<file path="config.mk">
export PLATFORM = sky130hd
export DESIGN_NAME = integer_calculator_decimal_out
export DESIGN_NICKNAME = d
export VERILOG_FILES = /design/src/rtl/icdo_pkg.sv /design/src/rtl/integer_calculator_decimal_out.sv /design/src/rtl/icdo_front.sv /design/src/rtl/icdo_queue.sv /design/src/rtl/icdo_back.sv
export SDC_FILE = /design/constraint.sdc
export NUM_CORES = 2
export LEC_CHECK = 0
export BUFFER_PORTS_ARGS = -buffer_cell sky130_fd_sc_hd__buf_2
export CAP_MARGIN = 20
export CORE_UTILIZATION = 60
export DETAILED_ROUTE_END_ITERATION = 7
export PLACE_DENSITY = 0.8
export SLEW_MARGIN = 20
export SYNTH_ARGS = -nofsm -noshare
export SYNTH_HDL_FRONTEND = slang
export SYNTH_SLANG_ARGS = --single-unit
</file>
<file path="constraint.sdc">
create_clock -name clk -period 9.1 [get_ports clk]
set_input_delay 0.455 -clock clk [delete_from_list [all_inputs] [get_ports clk]]
set_output_delay 0.455 -clock clk [all_outputs]
set_load 0.05 [all_outputs]
</file>
<file path="src/rtl/icdo_pkg.sv">
`default_nettype none
// ----------------------------------------------------------------------------
// icdo_pkg: shared types and constants of the integer calculator
// Holds the channel word types, the command handed from the front end to the
// execution unit, operator and command codes, and the text tables.
// ----------------------------------------------------------------------------
package icdo_pkg;

    // Request word: two signed operands and an operator byte.
    typedef struct packed {
        logic signed [31:0] first_operand;
        logic signed [31:0] second_operand;
        logic [7:0]         func;
    } req_word_t;

    // Answer word: one character of the answer text.
    typedef struct packed {
        logic [7:0] out_char;
        logic       last_char;
    } chr_word_t;

    // Operator bytes.
    localparam logic [7:0] OP_ADD = 8'h2B;  // '+'
    localparam logic [7:0] OP_SUB = 8'h2D;  // '-'
    localparam logic [7:0] OP_MUL = 8'h2A;  // '*'
    localparam logic [7:0] OP_DIV = 8'h2F;  // '/'
    localparam logic [7:0] OP_MOD = 8'h25;  // '%'

    // Characters used in the answer text.
    localparam logic [7:0] CH_MINUS   = 8'h2D;
    localparam logic [7:0] CH_ZERO    = 8'h30;
    localparam logic [7:0] CH_NEWLINE = 8'h0A;

    // Command kinds, decided by the front end.
    localparam logic [2:0] K_ADD  = 3'd0;
    localparam logic [2:0] K_SUB  = 3'd1;
    localparam logic [2:0] K_MUL  = 3'd2;
    localparam logic [2:0] K_DIV  = 3'd3;
    localparam logic [2:0] K_MOD  = 3'd4;
    localparam logic [2:0] K_DIVZ = 3'd5;
    localparam logic [2:0] K_MODZ = 3'd6;
    localparam logic [2:0] K_BAD  = 3'd7;

    // Classified command held in the queue.
    typedef struct packed {
        logic [2:0]  kind;
        logic [31:0] a;
        logic [31:0] b;
    } cmd_t;

    // Command queue depth and pointer width.
    localparam int QUEUE_DEPTH = 2;
    localparam int QUEUE_PW    = $clog2(QUEUE_DEPTH);

    // Decimal conversion: at most ten digits; ceil(2^35 / 10) gives an exact
    // quotient for every 32-bit value when the product is shifted by 35.
    localparam int          DIG_MAX  = 10;
    localparam logic [32:0] RECIP10  = 33'h0_CCCC_CCCD;
    localparam int          RECIP_SH = 35;

    // Stop messages.
    localparam int DIV_MSG_LEN = 23;
    localparam int MOD_MSG_LEN = 21;
    localparam logic [8*DIV_MSG_LEN-1:0] DIV_MSG = "Stop : division by zero";
    localparam logic [8*MOD_MSG_LEN-1:0] MOD_MSG = "Stop : modulo by zero";

    // Returns one character of a stop message, first character at index 0.
    function automatic logic [7:0] msg_char(input logic is_mod, input logic [4:0] idx);
        logic [7:0] ch;
        ch = 8'h00;
        if (is_mod)
        begin
            if (int'(idx) < MOD_MSG_LEN)
            begin
                ch = MOD_MSG[8*(MOD_MSG_LEN-1-int'(idx)) +: 8];
            end
        end
        else
        begin
            if (int'(idx) < DIV_MSG_LEN)
            begin
                ch = DIV_MSG[8*(DIV_MSG_LEN-1-int'(idx)) +: 8];
            end
        end
        return ch;
    endfunction

endpackage
`default_nettype wire

</file>
<file path="src/rtl/integer_calculator_decimal_out.sv">
`default_nettype none
// ----------------------------------------------------------------------------
// integer_calculator_decimal_out: signed integer calculator with text output
// Request words carry two signed 32-bit operands and an operator byte
// ('+', '-', '*', '/', '%'). Each request yields a line of ASCII text, one
// character per answer word, with last_char set on the closing newline.
// Results wrap to 32 bits; division truncates and the remainder follows the
// dividend's sign. A zero divisor yields a stop message, an unknown operator
// yields "0".
// Both channels move one word per cycle when valid is high and stall is low.
// A front stage and a two-entry command queue hold three requests while the
// execution unit works on a fourth.
// Divide and modulo first pass through the one-bit-per-cycle divider.
// Reset empties the queue, the holding register and the output word.
// While the receiver stalls, the output word holds and the unit waits
// before presenting its next character.
// ----------------------------------------------------------------------------
module integer_calculator_decimal_out (
    input  wire logic                clk,
    input  wire logic                rst_n,
    input  wire logic                req_valid,
    output logic                     req_stall,
    input  wire icdo_pkg::req_word_t req,
    output logic                     chr_valid,
    input  wire logic                chr_stall,
    output icdo_pkg::chr_word_t      chr
);
    import icdo_pkg::*;

    logic push;
    cmd_t push_cmd;
    logic q_full;
    logic pop;
    cmd_t pop_cmd;
    logic nonempty;

    // Intake and classification.
    icdo_front u_front (
        .clk       (clk),
        .rst_n     (rst_n),
        .req_valid (req_valid),
        .req_stall (req_stall),
        .req       (req),
        .push      (push),
        .push_cmd  (push_cmd),
        .q_full    (q_full)
    );

    // Command queue.
    icdo_queue u_queue (
        .clk      (clk),
        .rst_n    (rst_n),
        .push     (push),
        .push_cmd (push_cmd),
        .full     (q_full),
        .pop      (pop),
        .pop_cmd  (pop_cmd),
        .nonempty (nonempty)
    );

    // Execution and text output.
    icdo_back u_back (
        .clk       (clk),
        .rst_n     (rst_n),
        .pop_cmd   (pop_cmd),
        .nonempty  (nonempty),
        .pop       (pop),
        .chr_valid (chr_valid),
        .chr_stall (chr_stall),
        .chr       (chr)
    );

endmodule
`default_nettype wire

</file>
<file path="src/rtl/icdo_front.sv">
`default_nettype none
// ----------------------------------------------------------------------------
// icdo_front: request intake and classification
// Takes request words, decodes the operator and zero-divisor cases into a
// command kind, and holds the command until the queue takes it.
// ----------------------------------------------------------------------------
module icdo_front (
    input  wire logic               clk,
    input  wire logic               rst_n,
    input  wire logic               req_valid,
    output logic                    req_stall,
    input  wire icdo_pkg::req_word_t req,
    output logic                    push,
    output icdo_pkg::cmd_t          push_cmd,
    input  wire logic               q_full
);
    import icdo_pkg::*;

    logic       cmd_valid_reg;
    logic       cmd_valid_next;
    cmd_t       cmd_reg;
    cmd_t       cmd_next;
    logic       take;
    logic       b_zero;
    logic [2:0] kind;

    // Decode the operator byte into a command kind.
    assign b_zero = (req.second_operand == 32'sd0);

    always_comb
    begin
        unique case (req.func)
            OP_ADD: kind = K_ADD;
            OP_SUB: kind = K_SUB;
            OP_MUL: kind = K_MUL;
            OP_DIV: kind = b_zero ? K_DIVZ : K_DIV;
            OP_MOD: kind = b_zero ? K_MODZ : K_MOD;
            default: kind = K_BAD;
        endcase
    end

    // The holding register empties into the queue whenever it has room.
    assign push      = cmd_valid_reg && !q_full;
    assign push_cmd  = cmd_reg;
    assign req_stall = cmd_valid_reg && q_full;
    assign take      = req_valid && !req_stall;

    always_comb
    begin
        cmd_valid_next = cmd_valid_reg;
        cmd_next       = cmd_reg;
        if (push)
        begin
            cmd_valid_next = 1'b0;
        end
        if (take)
        begin
            cmd_valid_next = 1'b1;
            cmd_next.kind  = kind;
            cmd_next.a     = req.first_operand;
            cmd_next.b     = req.second_operand;
        end
    end

    always_ff @(posedge clk or negedge rst_n)
    begin
        if (!rst_n)
        begin
            cmd_valid_reg <= 1'b0;
        end
        else
        begin
            cmd_valid_reg <= cmd_valid_next;
        end
    end

    always_ff @(posedge clk)
    begin
        cmd_reg <= cmd_next;
    end

endmodule
`default_nettype wire

</file>
<file path="src/rtl/icdo_queue.sv">
`default_nettype none
// ----------------------------------------------------------------------------
// icdo_queue: command queue between front end and execution unit
// A small first-in first-out buffer of classified commands.
// ----------------------------------------------------------------------------
module icdo_queue (
    input  wire logic           clk,
    input  wire logic           rst_n,
    input  wire logic           push,
    input  wire icdo_pkg::cmd_t push_cmd,
    output logic                full,
    input  wire logic           pop,
    output icdo_pkg::cmd_t      pop_cmd,
    output logic                nonempty
);
    import icdo_pkg::*;

    cmd_t                    slot_reg [QUEUE_DEPTH];
    logic [QUEUE_PW-1:0]     wr_ptr_reg;
    logic [QUEUE_PW-1:0]     wr_ptr_next;
    logic [QUEUE_PW-1:0]     rd_ptr_reg;
    logic [QUEUE_PW-1:0]     rd_ptr_next;
    logic [QUEUE_PW:0]       count_reg;
    logic [QUEUE_PW:0]       count_next;

    assign full     = (count_reg == (QUEUE_PW+1)'(QUEUE_DEPTH));
    assign nonempty = (count_reg != '0);
    assign pop_cmd  = slot_reg[rd_ptr_reg];

    // Pointer and fill count update.
    always_comb
    begin
        wr_ptr_next = wr_ptr_reg;
        rd_ptr_next = rd_ptr_reg;
        count_next  = count_reg;
        if (push)
        begin
            wr_ptr_next = (wr_ptr_reg == QUEUE_PW'(QUEUE_DEPTH-1)) ? '0
                                                                 : wr_ptr_reg + 1'b1;
        end
        if (pop)
        begin
            rd_ptr_next = (rd_ptr_reg == QUEUE_PW'(QUEUE_DEPTH-1)) ? '0
                                                                 : rd_ptr_reg + 1'b1;
        end
        if (push && !pop)
        begin
            count_next = count_reg + 1'b1;
        end
        else if (pop && !push)
        begin
            count_next = count_reg - 1'b1;
        end
    end

    always_ff @(posedge clk or negedge rst_n)
    begin
        if (!rst_n)
        begin
            wr_ptr_reg <= '0;
            rd_ptr_reg <= '0;
            count_reg  <= '0;
        end
        else
        begin
            wr_ptr_reg <= wr_ptr_next;
            rd_ptr_reg <= rd_ptr_next;
            count_reg  <= count_next;
        end
    end

    // Command storage.
    always_ff @(posedge clk)
    begin
        if (push)
        begin
            slot_reg[wr_ptr_reg] <= push_cmd;
        end
    end

endmodule
`default_nettype wire

</file>
<file path="src/rtl/icdo_back.sv">
`default_nettype none
// ----------------------------------------------------------------------------
// icdo_back: execution unit and text emitter
// Runs one command at a time: arithmetic, a one-bit-per-cycle restoring
// divider, decimal conversion one digit per multiply and subtract state pair,
// and character output through a registered word stage.
// ----------------------------------------------------------------------------
module icdo_back (
    input  wire logic           clk,
    input  wire logic           rst_n,
    input  wire icdo_pkg::cmd_t pop_cmd,
    input  wire logic           nonempty,
    output logic                pop,
    output logic                chr_valid,
    input  wire logic           chr_stall,
    output icdo_pkg::chr_word_t chr
);
    import icdo_pkg::*;

    localparam logic [3:0] S_IDLE = 4'd0;
    localparam logic [3:0] S_DIV  = 4'd1;
    localparam logic [3:0] S_FIX  = 4'd2;
    localparam logic [3:0] S_SIGN = 4'd3;
    localparam logic [3:0] S_DMUL = 4'd4;
    localparam logic [3:0] S_DSUB = 4'd5;
    localparam logic [3:0] S_EMIT = 4'd6;
    localparam logic [3:0] S_MSG  = 4'd7;
    localparam logic [3:0] S_ZERO = 4'd8;
    localparam logic [3:0] S_NL   = 4'd9;

    localparam int CW = $clog2(DIG_MAX + 1);
    localparam int DW = $clog2(DIG_MAX);

    logic [3:0]    state_reg, state_next;
    logic [31:0]   quo_reg, quo_next;
    logic [31:0]   rem_reg, rem_next;
    logic [31:0]   dsr_reg, dsr_next;
    logic [4:0]    bit_cnt_reg, bit_cnt_next;
    logic          neg_q_reg, neg_q_next;
    logic          neg_r_reg, neg_r_next;
    logic          is_mod_reg, is_mod_next;
    logic [31:0]   res_reg, res_next;
    logic [31:0]   mag_reg, mag_next;
    logic [64:0]   prod_reg, prod_next;
    logic [3:0]    digits_reg [DIG_MAX];
    logic [3:0]    digits_next [DIG_MAX];
    logic [CW-1:0] cnt_reg, cnt_next;
    logic [4:0]    msg_idx_reg, msg_idx_next;
    logic          chr_valid_reg, chr_valid_next;
    chr_word_t     chr_reg, chr_next;

    logic          out_free;
    logic [32:0]   rem_sh;
    logic [32:0]   trial;
    logic [31:0]   q32;
    logic [31:0]   ten_q;
    logic [31:0]   dig_diff;
    logic [4:0]    msg_last;

    assign chr_valid = chr_valid_reg;
    assign chr       = chr_reg;
    assign out_free  = !chr_valid_reg || !chr_stall;

    // Divider step and digit arithmetic.
    assign rem_sh   = {rem_reg, quo_reg[31]};
    assign trial    = rem_sh - {1'b0, dsr_reg};
    assign q32      = {2'b00, prod_reg[64:RECIP_SH]};
    assign ten_q    = {q32[28:0], 3'b000} + {q32[30:0], 1'b0};
    assign dig_diff = mag_reg - ten_q;
    assign msg_last = is_mod_reg ? 5'(MOD_MSG_LEN - 1) : 5'(DIV_MSG_LEN - 1);

    // Sequencer.
    always_comb
    begin
        state_next     = state_reg;
        quo_next       = quo_reg;
        rem_next       = rem_reg;
        dsr_next       = dsr_reg;
        bit_cnt_next   = bit_cnt_reg;
        neg_q_next     = neg_q_reg;
        neg_r_next     = neg_r_reg;
        is_mod_next    = is_mod_reg;
        res_next       = res_reg;
        mag_next       = mag_reg;
        prod_next      = prod_reg;
        digits_next    = digits_reg;
        cnt_next       = cnt_reg;
        msg_idx_next   = msg_idx_reg;
        chr_valid_next = chr_valid_reg && chr_stall;
        chr_next       = chr_reg;
        pop            = 1'b0;

        unique case (state_reg)
            S_IDLE:
            begin
                if (nonempty)
                begin
                    pop = 1'b1;
                    unique case (pop_cmd.kind)
                        K_ADD:
                        begin
                            res_next   = pop_cmd.a + pop_cmd.b;
                            state_next = S_SIGN;
                        end
                        K_SUB:
                        begin
                            res_next   = pop_cmd.a - pop_cmd.b;
                            state_next = S_SIGN;
                        end
                        K_MUL:
                        begin
                            res_next   = pop_cmd.a * pop_cmd.b;
                            state_next = S_SIGN;
                        end
                        K_DIV, K_MOD:
                        begin
                            quo_next     = pop_cmd.a[31] ? (~pop_cmd.a + 32'd1) : pop_cmd.a;
                            dsr_next     = pop_cmd.b[31] ? (~pop_cmd.b + 32'd1) : pop_cmd.b;
                            rem_next     = '0;
                            bit_cnt_next = '0;
                            neg_q_next   = pop_cmd.a[31] ^ pop_cmd.b[31];
                            neg_r_next   = pop_cmd.a[31];
                            is_mod_next  = (pop_cmd.kind == K_MOD);
                            state_next   = S_DIV;
                        end
                        K_DIVZ, K_MODZ:
                        begin
                            is_mod_next  = (pop_cmd.kind == K_MODZ);
                            msg_idx_next = '0;
                            state_next   = S_MSG;
                        end
                        default:
                        begin
                            state_next = S_ZERO;
                        end
                    endcase
                end
            end

            // One quotient bit per cycle on the magnitudes.
            S_DIV:
            begin
                if (!trial[32])
                begin
                    rem_next = trial[31:0];
                    quo_next = {quo_reg[30:0], 1'b1};
                end
                else
                begin
                    rem_next = rem_sh[31:0];
                    quo_next = {quo_reg[30:0], 1'b0};
                end
                bit_cnt_next = bit_cnt_reg + 5'd1;
                if (bit_cnt_reg == 5'd31)
                begin
                    state_next = S_FIX;
                end
            end

            // Restore signs: quotient by operand signs, remainder by dividend.
            S_FIX:
            begin
                if (is_mod_reg)
                begin
                    res_next = neg_r_reg ? (~rem_reg + 32'd1) : rem_reg;
                end
                else
                begin
                    res_next = neg_q_reg ? (~quo_reg + 32'd1) : quo_reg;
                end
                state_next = S_SIGN;
            end

            // Emit the minus sign if needed and take the magnitude.
            S_SIGN:
            begin
                mag_next = res_reg[31] ? (~res_reg + 32'd1) : res_reg;
                cnt_next = '0;
                if (!res_reg[31])
                begin
                    state_next = S_DMUL;
                end
                else if (out_free)
                begin
                    chr_valid_next     = 1'b1;
                    chr_next.out_char  = CH_MINUS;
                    chr_next.last_char = 1'b0;
                    state_next         = S_DMUL;
                end
            end

            // Quotient by ten through the reciprocal product.
            S_DMUL:
            begin
                prod_next  = mag_reg * RECIP10;
                state_next = S_DSUB;
            end

            // Store the low digit and continue with the quotient.
            S_DSUB:
            begin
                digits_next[cnt_reg[DW-1:0]] = dig_diff[3:0];
                cnt_next = cnt_reg + 1'b1;
                mag_next = q32;
                if ((q32 == '0) || (cnt_reg == CW'(DIG_MAX - 1)))
                begin
                    state_next = S_EMIT;
                end
                else
                begin
                    state_next = S_DMUL;
                end
            end

            // Digits leave most significant first.
            S_EMIT:
            begin
                if (out_free)
                begin
                    chr_valid_next     = 1'b1;
                    chr_next.out_char  = CH_ZERO + {4'd0, digits_reg[DW'(cnt_reg - 1'b1)]};
                    chr_next.last_char = 1'b0;
                    cnt_next           = cnt_reg - 1'b1;
                    if (cnt_reg == CW'(1))
                    begin
                        state_next = S_NL;
                    end
                end
            end

            S_MSG:
            begin
                if (out_free)
                begin
                    chr_valid_next     = 1'b1;
                    chr_next.out_char  = msg_char(is_mod_reg, msg_idx_reg);
                    chr_next.last_char = 1'b0;
                    msg_idx_next       = msg_idx_reg + 5'd1;
                    if (msg_idx_reg == msg_last)
                    begin
                        state_next = S_NL;
                    end
                end
            end

            S_ZERO:
            begin
                if (out_free)
                begin
                    chr_valid_next     = 1'b1;
                    chr_next.out_char  = CH_ZERO;
                    chr_next.last_char = 1'b0;
                    state_next         = S_NL;
                end
            end

            S_NL:
            begin
                if (out_free)
                begin
                    chr_valid_next     = 1'b1;
                    chr_next.out_char  = CH_NEWLINE;
                    chr_next.last_char = 1'b1;
                    state_next         = S_IDLE;
                end
            end

            default:
            begin
                state_next = S_IDLE;
            end
        endcase
    end

    // Control registers.
    always_ff @(posedge clk or negedge rst_n)
    begin
        if (!rst_n)
        begin
            state_reg     <= S_IDLE;
            chr_valid_reg <= 1'b0;
        end
        else
        begin
            state_reg     <= state_next;
            chr_valid_reg <= chr_valid_next;
        end
    end

    // Datapath registers.
    always_ff @(posedge clk)
    begin
        quo_reg     <= quo_next;
        rem_reg     <= rem_next;
        dsr_reg     <= dsr_next;
        bit_cnt_reg <= bit_cnt_next;
        neg_q_reg   <= neg_q_next;
        neg_r_reg   <= neg_r_next;
        is_mod_reg  <= is_mod_next;
        res_reg     <= res_next;
        mag_reg     <= mag_next;
        prod_reg    <= prod_next;
        digits_reg  <= digits_next;
        cnt_reg     <= cnt_next;
        msg_idx_reg <= msg_idx_next;
        chr_reg     <= chr_next;
    end

endmodule
`default_nettype wire

</file>
======== Word level (Yosys, flattened, before mapping) ========
Memories as Yosys holds them, arrays and structs flattened.
Cells that the tools add are included.
word-level totals
  memories kept ........................... 1
  memory bits (writable) .................. 134
  logic and storage cells ................. 227
  output and inout bits ................... 11
  register bits ........................... 367
memory list
  name              depth  bits a word  rd ports  clocked after Yosys merged registers in  wr ports  RTL line          RTL
  u_queue.slot_reg  2      67           1         0                                        1         icdo_queue.sv:18  cmd_t slot_reg [QUEUE_DEPTH];
cells by class
  bitwise gates (word level) .............. 8
  add/sub/neg operators ................... 21
  equal/unequal tests ..................... 39
  muxes and demuxes ....................... 74
  multipliers ............................. 2
  reductions and logical operators ........ 41
  $lt $le $gt $ge ......................... 5
  shift-type cells ........................ 2
operators with widths
  kind                       count
  $mux 32                    11
  $pmux 32 s2                4
  $shiftx 184x32->8 const A  1
  $shiftx 168x32->8 const A  1
  $add 32x1->32 const B      5
  $not 32->32                5
  $pmux 32 s3                1
  $logic_not 32->1           2
  $mul 32x32->64 const B     1
  $mux 4                     14
  $mux 9                     6
  $pmux 9 s5                 1
  $bwmux 40                  1
  $eq 8x6->1 const B         5
  $pmux 4 s10                1
  $sub 33x32->33             1
  $add 32x32->32             1
  $mul 32x32->32             1
  $sub 32x32->32             1
  $mux 31                    1
  $mux 5                     5
  $mux 8                     3
  $pmux 4 s3                 2
  $pmux 5 s2                 2
  52 further kinds           116

======== Logic depth before layout (Yosys ltp) ========
  depth after elaboration ................. 8
  mapped depth ............................ 36

======== Cells and area by module ========
Synthesis repeated with hierarchy kept, for this count alone.
second synthesis, totals
  cell total of the unflattened synthesis .. 5608
  area total of the unflattened synthesis .. 57647.8 µm²
by module, submodules not included
  module      times used  cells an instance  area an instance (µm²)
  icdo_back   1           5285               50314.5
  icdo_queue  1           225                5114.9
  icdo_front  1           98                 2218.4

======== Worst setup path before layout ========
No wires, ideal clock.
  path kind ............................... register to register
  from .................................... register u_queue.rd_ptr_reg
  to ...................................... register u_back.res_reg[31], data pin
  clock period less this slack ............ 8.912 ns
  cell stages (with the launch flop) ...... 36
  arrival ................................. 8.640 ns
  slack ................................... 0.188 ns
  data required time ...................... 8.828 ns
  library setup time ...................... 0.272 ns
  cells stage by stage .................... dfrtp_1 -> buf_2 -> buf_6 -> buf_6 -> buf_2 -> buf_2 -> buf_2 -> buf_1 -> mux2i_1 -> clkbuf_1 -> nor2_1 -> fa_1 -> inv_1 -> fa_1 -> fa_1 -> fa_1 -> inv_1 -> fa_1 -> inv_1 -> fa_1 -> inv_1 -> fa_1 -> inv_1 -> fa_1 -> inv_1 -> ha_1 -> a21o_1 -> a21o_1 -> a21o_1 -> a22oi_1 -> nand2_1 -> a211oi_1 -> o21ai_0 -> o211ai_1 -> xnor2_1 -> o221ai_1
on the way
  word-level cells in the longest chain between the ends .. 5
  elaborated cells between the ends (all ways) .. 10
  those cells by class .................... 2 x add/sub; 1 x mul; 2 x eq/ne; 3 x mux; 1 x reduce/logical; 1 x memory
ends and longest elaborated chain
  element                                       RTL line          RTL
  from (decl)                                   icdo_queue.sv:21  logic [QUEUE_PW-1:0] rd_ptr_reg;
  from (signal assigned)                        icdo_queue.sv:67  rd_ptr_reg <= rd_ptr_next;
  $mem_v2 2x67 (*)                              n/a
  $mul 32x32->32, or another cell as far along  icdo_back.sv:112  res_next = pop_cmd.a * pop_cmd.b;
  $pmux 32 s3 (*)                               icdo_back.sv:99   unique case (pop_cmd.kind)
  $mux 32 (*)                                   icdo_back.sv:96   if (nonempty)
  $pmux 32 s2 (*)                               icdo_back.sv:93   unique case (state_reg)
  net u_back.res_next[31]                       icdo_back.sv:42   logic [31:0] res_reg, res_next;
  to (signal assigned)                          icdo_back.sv:300  res_reg <= res_next;
  to (decl)                                     icdo_back.sv:42
The timed path passes the listed nets; every way through them passes the cells marked *. The select of a mux whose other input is x is not followed.
A chain may end at the register's enable or synchronous reset.

======== Final worst setup path ========
  from .................................... register u_queue.rd_ptr_reg
  to ...................................... register u_back.res_reg[28], data pin
The elaborated chain is that of the path after synthesis.

==> impl_metrics.sql <==
INSERT INTO impl_metrics (metric_group, metric, value, unit) VALUES
('timing', 'timing.final.max_slew_violations', '0', ''),
('finish', 'flow.area_growth_from_synthesis', '7.06', '%'),
('synth', 'dominantRegCellSynth', 'sky130_fd_sc_hd__edfxtp_1', ''),
('status', 'outcome', 'finished, final reports clean', ''),
('timing', 'min_period_over_period', '94.8', '%'),
('synth', 'netlist_area', '57700', 'um^2'),
('grt', 'grt-ovfl-total', '0', ''),
('floorplan', 'floorplan.die_area', '97500', 'um^2'),
('cts', 'clock_sinks', '465', ''),
('floorplan', 'core_region_area', '95200', 'um^2'),
('timing', 'max_clock_freq', '116', 'MHz'),
('floorplan', 'die-width', '312', 'um'),
('placement', 'place_hpwl', '139000', 'um'),
('floorplan', 'initial_core_util', '60.7', '%'),
('finish', 'design.final.nets', '7308', ''),
('floorplan', 'top_level_i_o_count', '87', ''),
('detailed_routing', 'wl', '171000', 'um'),
('timing', 'timing.clock.skew', '15.0', 'ps'),
('cts', 'cts_made_buffers', '47', ''),
('finish', 'instances_no_fill', '7178', ''),
('hold_path', 'min-delay-path-class', 'in -> reg', ''),
('floorplan', 'rows', '113', ''),
('placement', 'placement.io_buffers', '85', ''),
('finish', 'layout-drive-gt1-share', '6.52', '%'),
('timing', 'relSlewSlack', '22.6', '%'),
('synth', 'synth.net_count', '7213', ''),
('finish', 'most_frequent_cells_in_the_layout', '1133 x sky130_fd_sc_hd__inv_1, 825 x sky130_fd_sc_hd__fa_1, 541 x sky130_fd_sc_hd__ha_1, 532 x sky130_fd_sc_hd__nor2_1, 488 x sky130_fd_sc_hd__nand2_1', ''),
('worst_setup_path', 'critPathCaptureType', 'flip-flop', ''),
('grt', 'grt_usage', '35.5', '%'),
('placement', 'dpl_cell_area', '60200', 'um^2'),
('finish', 'largest_register_ff_count', '134', ''),
('timing', 'min_period', '8620', 'ps'),
('detailed_routing', 'drt_pass1_iterations', '6', ''),
('cts', 'clk_root_buffer_cell', 'sky130_fd_sc_hd__clkbuf_16', ''),
('cts', 'cts.reportedPaths.clkPinSlew', '70', 'ps'),
('synth', 'synth-async-reset-ratio', '2.15', '%'),
('timing', 'timing_worst_slew_pin_value', '1130', 'ps'),
('timing', 'setup_viol_count_final', '0', ''),
('placement', 'globalplace.congestion', '1.05', ''),
('detailed_routing', 'route.detailed.drc', '0', ''),
('synth', 'synth-seq-area-share', '24.1', '%'),
('detailed_routing', 'routed_vias', '42900', ''),
('finish', 'design_area', '61800', 'um^2'),
('synth', 'total_of_warnings_raised_by_yosys', '0', ''),
('timing', 'hold_slack', '13.2', 'ps'),
('grt', 'via_count_of_the_first_global_routing_pass', '44500', ''),
('synth', 'synth-edff-count', '455', ''),
('timing', 'grt_setup_unrepaired', 'no', ''),
('worst_setup_path', 'crit_required', '9470', 'ps'),
('synth', 'number_of_storage_elements_in_the_synthesis_netlist', '465', ''),
('cts', 'insertion_delay', '620', 'ps'),
('finish', 'final_common_cell', 'sky130_fd_sc_hd__inv_1', ''),
('worst_setup_path', 'worst_setup_path_start_kind', 'flip-flop', ''),
('synth', 'syn-instance-count', '5771', ''),
('detailed_routing', 'first_iter_violations', '4231', ''),
('floorplan', 'die_y', '312', 'um'),
('cts', 'cts_htree_levels', '2', ''),
('cts', 'post_cts.resized_instances', '0', ''),
('detailed_routing', 'wire_per_inst', '23.8', 'um'),
('cts', 'cts_tree', 'built', ''),
('detailed_routing', 'vias_per_cell', '5.98', ''),
('worst_setup_path', 'worstPathMaxFanout', '21', ''),
('synth', 'yosysUniqueCellTypes', '87', ''),
('timing', 'final_hold_viol_count', '0', ''),
('job', 'cap_viol_max_count', '0', ''),
('detailed_routing', 'final_antenna_net_count', '0', ''),
('worst_setup_path', 'arrival', '8990', 'ps'),
('worst_setup_path', 'critical_path_class', 'reg -> reg', ''),
('finish', 'final.fill_count', '7449', ''),
('timing', 'finalSetupTns', '0', 'ps'),
('synth', 'synth.avg_cell_area', '10.0', 'um^2'),
('grt', 'initial_antenna_violation_count', '11', ''),
('grt', 'grt_start_max_net_pins', '84', ''),
('cts', 'cts.path.max_buffers', '3', ''),
('grt', 'first_pass_grt_wire_length', '259000', 'um'),
('placement', 'place_inst', '7073', '');
==> worst paths after layout <==
path                                          start                     end  slack (ps)  cells past startpoint
worst min-delay path                        req[70]    u_front.push_cmd[62]          10                      1
worst max-delay path             u_queue.rd_ptr_reg      u_back.res_reg[28]         480                     25
worst min register to register  u_front.push_cmd[6]  u_queue.slot_reg[1][6]         440                      0
worst max register to register   u_queue.rd_ptr_reg      u_back.res_reg[28]         480                     25
max in group asynchronous                     rst_n      u_queue.rd_ptr_reg        8560                      2
min in group asynchronous                     rst_n    u_queue.count_reg[0]         270                      2
==> repair_timing <==
item                                    in CTS  in global routing
buffers inserted                             0                  1
hold buffers                                 8                  0
endpoints found under the hold margin       17                  0
endpoints found under the setup margin       0                  2
==> cell type report <==
type	instances	area (um^2)	area share, %
antenna	8	20.0	0.0324
clock buffer	59	1250	2.02
multi-input combinational	3989	39000	63.0
timing repair buffer	220	1510	2.44
inverter	1143	4290	6.94
sequential	465	13900	22.5
tap	1265	1580	2.56
clock inverter	29	272	0.439
==> metal layers <==
metal  routed length, um  global-route usage (%)  vias up
met5                  64                       0        -
li1                    -                       -    18900
met4               12800                    22.4       10
met2               78600                    56.7     2286
met3               16700                    7.92      632
met1               62400                    43.8    21100
==> critical path, cell delays in order (launching register included) <==
cell and delay (ps):
sky130_fd_sc_hd__dfrtp_4 730, sky130_fd_sc_hd__buf_4 310, sky130_fd_sc_hd__mux2i_1 510, sky130_fd_sc_hd__nor2_1 140, sky130_fd_sc_hd__fa_1 510, sky130_fd_sc_hd__fa_1 460, sky130_fd_sc_hd__fa_1 560, sky130_fd_sc_hd__inv_1 60
sky130_fd_sc_hd__fa_1 540, sky130_fd_sc_hd__inv_1 60, sky130_fd_sc_hd__fa_1 470, sky130_fd_sc_hd__ha_1 330, sky130_fd_sc_hd__fa_1 540, sky130_fd_sc_hd__inv_1 50, sky130_fd_sc_hd__fa_1 540, sky130_fd_sc_hd__inv_1 40
sky130_fd_sc_hd__ha_1 350, sky130_fd_sc_hd__and4_1 240, sky130_fd_sc_hd__nand3_1 120, sky130_fd_sc_hd__a21o_1 210, sky130_fd_sc_hd__a31oi_1 620, sky130_fd_sc_hd__o21bai_1 250, sky130_fd_sc_hd__a31oi_1 260, sky130_fd_sc_hd__xnor2_1 150
sky130_fd_sc_hd__o221ai_1 130, sky130_fd_sc_hd__o21a_1 140
==> stage by stage <==
stage / util (%) / setup WS (ps)
after floorplan: - / 188
after global placement: 63.2 / 512
after detailed placement: 63.2 / 390
after CTS: 64.9 / 385
after global routing: 64.9 / 85.5
final: 65.0 / 476
==> cells by family after synthesis <==
| logic type | share of synthesized area [%] |
|---|---|
| AND/OR/NAND/NOR | 10.4 |
| multiplexers | 2.74 |
| AO/OA/AOI/OAI | 8.14 |
| buffers and inverters | 8.69 |
| adder cells (fa/ha/maj) | 40.3 |
| other | 0.00650 |
| flip-flops | 24.1 |
| XOR/XNOR | 5.62 |
==> synthesized netlist by cell type, drive strengths merged (7+ instances only) <==
cell	count	share of area (%)
a211oi	32	0.42
a21o	63	0.82
a21oi	169	1.5
a221oi	8	0.12
a22oi	8	0.10
a31oi	33	0.36
and2	16	0.17
and3	31	0.34
buf	37	0.36
clkbuf	137	0.89
clkinv	7	0.046
dfrtp	10	0.43
edfxtp	455	24
fa	825	29
ha	541	12
inv	1136	7.4
mux2	30	0.59
mux2i	106	1.8
mux4	8	0.31
nand2	488	3.2
nand2b	39	0.42
nand3	47	0.41
nand3b	13	0.17
nand4	17	0.18
nor2	535	3.5
nor2b	17	0.18
nor3	61	0.54
nor3b	10	0.13
nor4	26	0.32
o211ai	27	0.35
o21a	30	0.39
o21ai	229	2.0
o21bai	13	0.17
o221ai	7	0.14
o31ai	39	0.54
o41ai	17	0.29
or2	14	0.15
or3	28	0.31
or4	18	0.25
xnor2	261	4.0
xor2	107	1.7
Power is not shown: default switching activity piles up to over one toggle a cycle in this logic, so the estimate is an artifact.
